$ cat config.mk
export PLATFORM = sky130hd
export DESIGN_NAME = msot_cell
export DESIGN_NICKNAME = d
export VERILOG_FILES = /design/src/rtl/msot_pkg.sv /design/src/rtl/msot_cell.sv
export SDC_FILE = /design/constraint.sdc
export NUM_CORES = 1
export LEC_CHECK = 0
export BUFFER_PORTS_ARGS = -buffer_cell sky130_fd_sc_hd__buf_2
export CORE_MARGIN = 1.5
export CORE_UTILIZATION = 30
export CTS_BUF_LIST = sky130_fd_sc_hd__clkbuf_8
export DETAILED_ROUTE_END_ITERATION = 7
export PLACE_DENSITY = 0.46
export SLEW_MARGIN = 20
export SYNTH_ARGS = -nofsm -noshare
export SYNTH_HDL_FRONTEND = slang
export SYNTH_SLANG_ARGS = --single-unit
$ cat constraint.sdc
create_clock -name aclk -period 12.7 [get_ports aclk]
set_clock_uncertainty 0.05 [all_clocks]
set_input_delay 1.905 -clock aclk [delete_from_list [all_inputs] [get_ports aclk]]
set_output_delay 1.905 -clock aclk [all_outputs]
set_load 0.02 [all_outputs]
$ cat src/rtl/msot_pkg.sv
`timescale 1ns / 1ps

package msot_pkg;

    localparam int NUM_SLOTS_DEF = 16;
    localparam int ID_W          = 4;
    localparam int SEL_SPAN      = 2 ** ID_W;
    localparam int FIRE_CNT_W    = 5;
    localparam logic [FIRE_CNT_W-1:0] MAX_FIRES = 5'd16;

    typedef enum logic [1:0] {
        FUNC_TICK     = 2'd0,
        FUNC_ARM_ONE  = 2'd1,
        FUNC_ARM_PER  = 2'd2,
        FUNC_CANCEL   = 2'd3
    } func_t;

    typedef enum logic [1:0] {
        KIND_ARMED    = 2'd0,
        KIND_REFUSED  = 2'd1,
        KIND_CANCELED = 2'd2,
        KIND_FIRED    = 2'd3
    } kind_t;

    typedef struct packed {
        func_t             func;
        logic [23:0]       delay_ms;
        logic [ID_W-1:0]   slot_sel;
    } in_t;

    typedef struct packed {
        kind_t             kind;
        logic [ID_W-1:0]   slot_id;
        logic              was_active;
        logic              last;
    } out_t;

    typedef struct packed {
        logic                  valid;
        func_t                 func;
        logic [23:0]           delay;
        logic [ID_W-1:0]       sel;
        logic [31:0]           now;
        logic                  found;
        logic [ID_W-1:0]       slot;
        logic                  was;
        logic [FIRE_CNT_W-1:0] fire_cnt;
    } tok_t;

    typedef struct packed {
        logic            req;
        logic [ID_W-1:0] slot;
    } fire_t;

endpackage

$ cat src/rtl/msot_cell.sv
`timescale 1ns / 1ps

module msot_cell #(
    parameter int IDX = 0
) (
    input  logic           aclk,
    input  logic           aresetn,
    input  logic           stall,
    input  msot_pkg::tok_t tok_in,
    output msot_pkg::tok_t tok_out,
    output msot_pkg::fire_t fire
);
    import msot_pkg::*;

    localparam bit              IN_RANGE = (IDX < SEL_SPAN);
    localparam logic [ID_W-1:0] ID       = ID_W'(IDX);

    logic        active_reg;
    logic        active_next;
    logic [31:0] deadline_reg;
    logic [31:0] deadline_next;
    logic [23:0] interval_reg;
    logic [23:0] interval_next;
    tok_t        tok_reg;
    tok_t        tok_next;

    logic [31:0] diff;
    logic        due;
    logic        claim;
    logic        hit;
    logic        is_arm;

    assign diff   = tok_in.now - deadline_reg;
    assign is_arm = (tok_in.func == FUNC_ARM_ONE) || (tok_in.func == FUNC_ARM_PER);
    assign due    = tok_in.valid && (tok_in.func == FUNC_TICK) && active_reg && !diff[31]
                    && (tok_in.fire_cnt < MAX_FIRES);
    assign claim  = tok_in.valid && is_arm && !tok_in.found && !active_reg;
    assign hit    = tok_in.valid && (tok_in.func == FUNC_CANCEL) && IN_RANGE
                    && (tok_in.sel == ID);

    assign fire.req  = due;
    assign fire.slot = ID;
    assign tok_out   = tok_reg;

    always_comb begin
        tok_next      = tok_in;
        active_next   = active_reg;
        deadline_next = deadline_reg;
        interval_next = interval_reg;
        if (claim) begin
            tok_next.found = 1'b1;
            tok_next.slot  = ID;
            active_next    = 1'b1;
            deadline_next  = tok_in.now + {8'd0, tok_in.delay};
            interval_next  = (tok_in.func == FUNC_ARM_PER) ? tok_in.delay : 24'd0;
        end
        if (hit) begin
            tok_next.was = active_reg;
            active_next  = 1'b0;
        end
        if (due) begin
            tok_next.fire_cnt = tok_in.fire_cnt + 1'b1;
            if (interval_reg != 24'd0) begin
                deadline_next = tok_in.now + {8'd0, interval_reg};
            end else begin
                active_next = 1'b0;
            end
        end
    end

    always_ff @(posedge aclk) begin
        if (!aresetn) begin
            active_reg    <= 1'b0;
            tok_reg.valid <= 1'b0;
        end else if (!stall) begin
            active_reg <= active_next;
            tok_reg    <= tok_next;
        end
    end

    always_ff @(posedge aclk) begin
        if (!stall) begin
            deadline_reg <= deadline_next;
            interval_reg <= interval_next;
        end
    end

endmodule
* Yosys cells after proc, flatten, opt, wreduce, memory -nomap -nowiden
Cells that the tools add are included.
Word-level totals: word-level logic and storage cells 48, output and inout bits 79, ROM bits 0, register bits after elaboration 131, memory bits (writable) 0, memories kept 0, bits in latches 0
Operators by class: shift operators 0, order comparisons 1, equality and inequality tests 3, reduce and logical (&&, ||, !) cells 18, multiply operators 0, multiplexer cells 9, add/sub/neg operators 4, bitwise logic cells 1, divide/modulo/power cells 0
Operators with widths (count):
- $mux W32 | 3
- $add A32 B24 Y32 | 2
- $sub A32 B32 Y32 | 1
- $reduce_bool A24 Y1 | 1
- $logic_and A1 B1 Y1 | 9
- $add A5 B1 Y5 const B | 1
- $lt A5 B5 Y1 const B | 1
- $mux W1 | 5
- $mux W5 | 1
- $eq A2 B2 Y1 const B | 2
- $logic_not A4 Y1 | 1
- $reduce_and A2 Y1 | 2
- $logic_not A1 Y1 | 3
- $eq A2 B1 Y1 const B | 1
- $logic_not A2 Y1 | 1
- $logic_or A1 B1 Y1 | 1
- $not A1 Y1 | 1

* Depth between registers and ports, before layout
word-level depth 9, mapped depth 13, mapped depth without buffers 11

* Worst setup path after synthesis
Ideal clock, no wire load.
kind input to register, start input port stall, end register tok_reg, in the netlist tok_out[0], enable pin, slack 6972 ps, setup time 514 ps, data arrival time 5163 ps, data required time 12136 ps, cell stages on the path 1, cells stage by stage nor2b_1
On the way: cells in the longest elaborated chain, start to end 2
Ends and longest elaborated chain:
- from (decl) | line msot_cell.sv:8 | input logic stall,
- $not A1 Y1 (no source line)
- $reduce_and A2 Y1 (no source line)
- to (signal assigned) | line msot_cell.sv:77 | tok_reg <= tok_next;
- to (decl) | line msot_cell.sv:24 | tok_t tok_reg;
Every way passes these cells. A chain may end at the register's enable or synchronous reset.

==> flow_summary.json <==
{
  "outcome": "finished, final reports clean",
  "core_area_um2": 27600,
  "rsz0062_at_grt": "no",
  "area_delta_synth_final_pct": 19.7,
  "ys_seq_area_share_pct": 46.7,
  "dpl.cell_count": 1322,
  "final_cells": 1354,
  "synth-edff-count": 129,
  "start_util_pct": 30.4,
  "hold_buffers": 0,
  "grt_pass1_vias": 6070,
  "syn_area_per_cell_um2": 10.3,
  "timing.rr.start": "deadline_reg[10]",
  "maxSlewViolCount": 0,
  "route.vias.total": 6605,
  "yosysTopAreaCell": "edfxtp_1",
  "r2r_setup_slack_ps": 8840,
  "drc": 0,
  "syn_inst": 813,
  "r2r-end": "deadline_reg[26]",
  "multi_input_area_um2": 4200,
  "seqCellArea_um2": 3910,
  "cts_resized": 0,
  "end_kind": "primary output",
  "wire_per_inst_um": 16.3,
  "drive_above_1_share_pct": 20.7,
  "cp_slowest_stage_delay_ps": 870,
  "power.density_nw_per_um2": 118,
  "num_rows": 61,
  "post-route-min-period_ps": 6470,
  "finalPower_mw": 1.19,
  "grtUsageTotal_pct": 15.4,
  "viasPerCell": 4.88,
  "clk_pin_slew_ps": 90,
  "nets": 1124,
  "yosysUniqueCellTypes": 64,
  "dp_slack_ps": 6190,
  "yosys-top-cells-count": "edfxtp_1, ha_1, nand2_1",
  "die_area_um2": 29000,
  "hold_end": "tok_out[73]",
  "antenna_cells": 0,
  "cp_cell_sequence": "buf_2 > ha_1 > a21oi_1 > o21ai_0 > a21oi_1 > o21ai_0 > a2111oi_0 > or2_2 > buf_2",
  "overflow": 0,
  "hold_class": "reg -> reg",
  "cts_sinks": 131,
  "max_freq_ghz": 0.155,
  "grt_first_pass_wirelength_um": 33800,
  "clockBufferDepth": 2,
  "hold_depth": 2,
  "ys_ff_latch": 131,
  "antenna_found_initial": 0,
  "worst_slack_ps": 6230,
  "leakage_nw": 4.25,
  "ioPinCount": 156,
  "synth_most_common_cell": "edfxtp_1",
  "ys.flop_type": "edfxtp_1",
  "drv_cap": 0,
  "start_kind": "primary input",
  "slowest_stage": "a2111oi_0",
  "ys_top_cells_by_area": "edfxtp_1, ha_1, a21oi_1",
  "gp_congestion": 0.785,
  "cts_buffers": 17,
  "crit_fanout": 7,
  "hpwl_um": 16400,
  "drt-total-wl_um": 22100,
  "arrival_ps": 4510,
  "synthArstFlopShare_pct": 0,
  "hold_violations": 0,
  "largest_reg_flops": 74,
  "worst_pin_slew_ps": 912,
  "critical_path_required_ps": 10740,
  "drt-pass1-iter-count": 5,
  "worstSkewPairLatency_ps": 460,
  "post-cts-setup-buffers": 0,
  "setup_viol": 0,
  "post-route-period-util_pct": 50.9,
  "htree_levels": 4,
  "cts_tree": "yes",
  "die_h_um": 170,
  "setup_tns_ps": 0,
  "yosysTopAreaCellShare_pct": 46.2,
  "reg2reg_depth": 12,
  "die_w_um": 170,
  "cts_root_buf": "clkbuf_8",
  "postLayoutCoreUtil_pct": 36.3,
  "first_iter_violations": 389,
  "relSlewSlack_pct": 37.6,
  "worstHoldStart": "tok_out[73]",
  "syn-cell-area_um2": 8390,
  "fill_cells": 2881,
  "numPortBuffers": 151,
  "yosys_warnings": 0,
  "ir_drop_mv": 0.0503,
  "path_class": "in -> out",
  "grt_max_degree": 46,
  "antenna_left": 0
}
area by class of cell:
class | count | area share [%]
clock inverters | 15 | 2.38
well taps | 378 | 4.71
clock buffers | 17 | 2.33
flip-flops and latches | 131 | 39.0
repair buffers | 155 | 7.83
inverters | 49 | 1.83
multi-input cells | 609 | 41.9
metal layers:
layer	share of wire (%)	global-route usage, %	up-vias
met2	46	24.9	147
met3	3.9	2.72	17
met1	48	20.9	3109
met5	0	0	-
met4	1.2	4.73	0
li1	-	-	3332
stage by stage:
stage | hold slack, ps | cell area [µm²]
final | 477 | 10000
after global routing | 509 | 10000
after CTS | 482 | 10000
after detailed placement | 463 | 9560
after global placement | 451 | 9560
after floorplan | 511 | 8400
critical path: cells and delay by family:
kind / cells / cell delay (ps)
AO/OA/AOI/OAI: 5 / 1620
AND/OR/NAND/NOR: 1 / 330
buffers and inverters: 2 / 320
adder cells (fa/ha/maj): 1 / 320
how the worst max path moves through the flow:
stage	from	endpoint	depth (start not counted)
4_1_cts	tok_in[21]	fire[4]	9
3_3_place_gp	tok_in[21]	fire[4]	9
6_report	tok_in[21]	fire[4]	9
3_5_place_dp	tok_in[21]	fire[4]	9
2_1_floorplan	stall	tok_out[0]	1
5_1_grt	tok_in[19]	fire[4]	9
cell usage in the layout (no fill, tap or decap), drive strengths merged, types with 16 or more instances in the layout:
master / count
a21oi: 69
a21o: 18
inv: 52
a31oi: 16
nor2: 57
nand2: 70
xor2: 18
ha: 82
o21ai: 57
edfxtp: 129
nor3: 16
clkbuf: 17
and2: 33
buf: 155
xnor2: 25
cells by family after synthesis:
kind of cell               synth area share [%]
AOI/OAI and AO/OA                          17.8
xor gates and xnor gates                   4.49
adders and majority gates                  12.7
buffers and inverters                      3.67
DFF                                        46.7
muxes                                     0.746
other                                    0.0447
and+or+nand+nor                            13.9
report_power, final:
group	switching (mW)	internal [mW]
sequential	0.00865	0.507
combinational	0.142	0.0875
clock	0.187	0.253
Note: power is estimated with default switching activity, not from simulation.
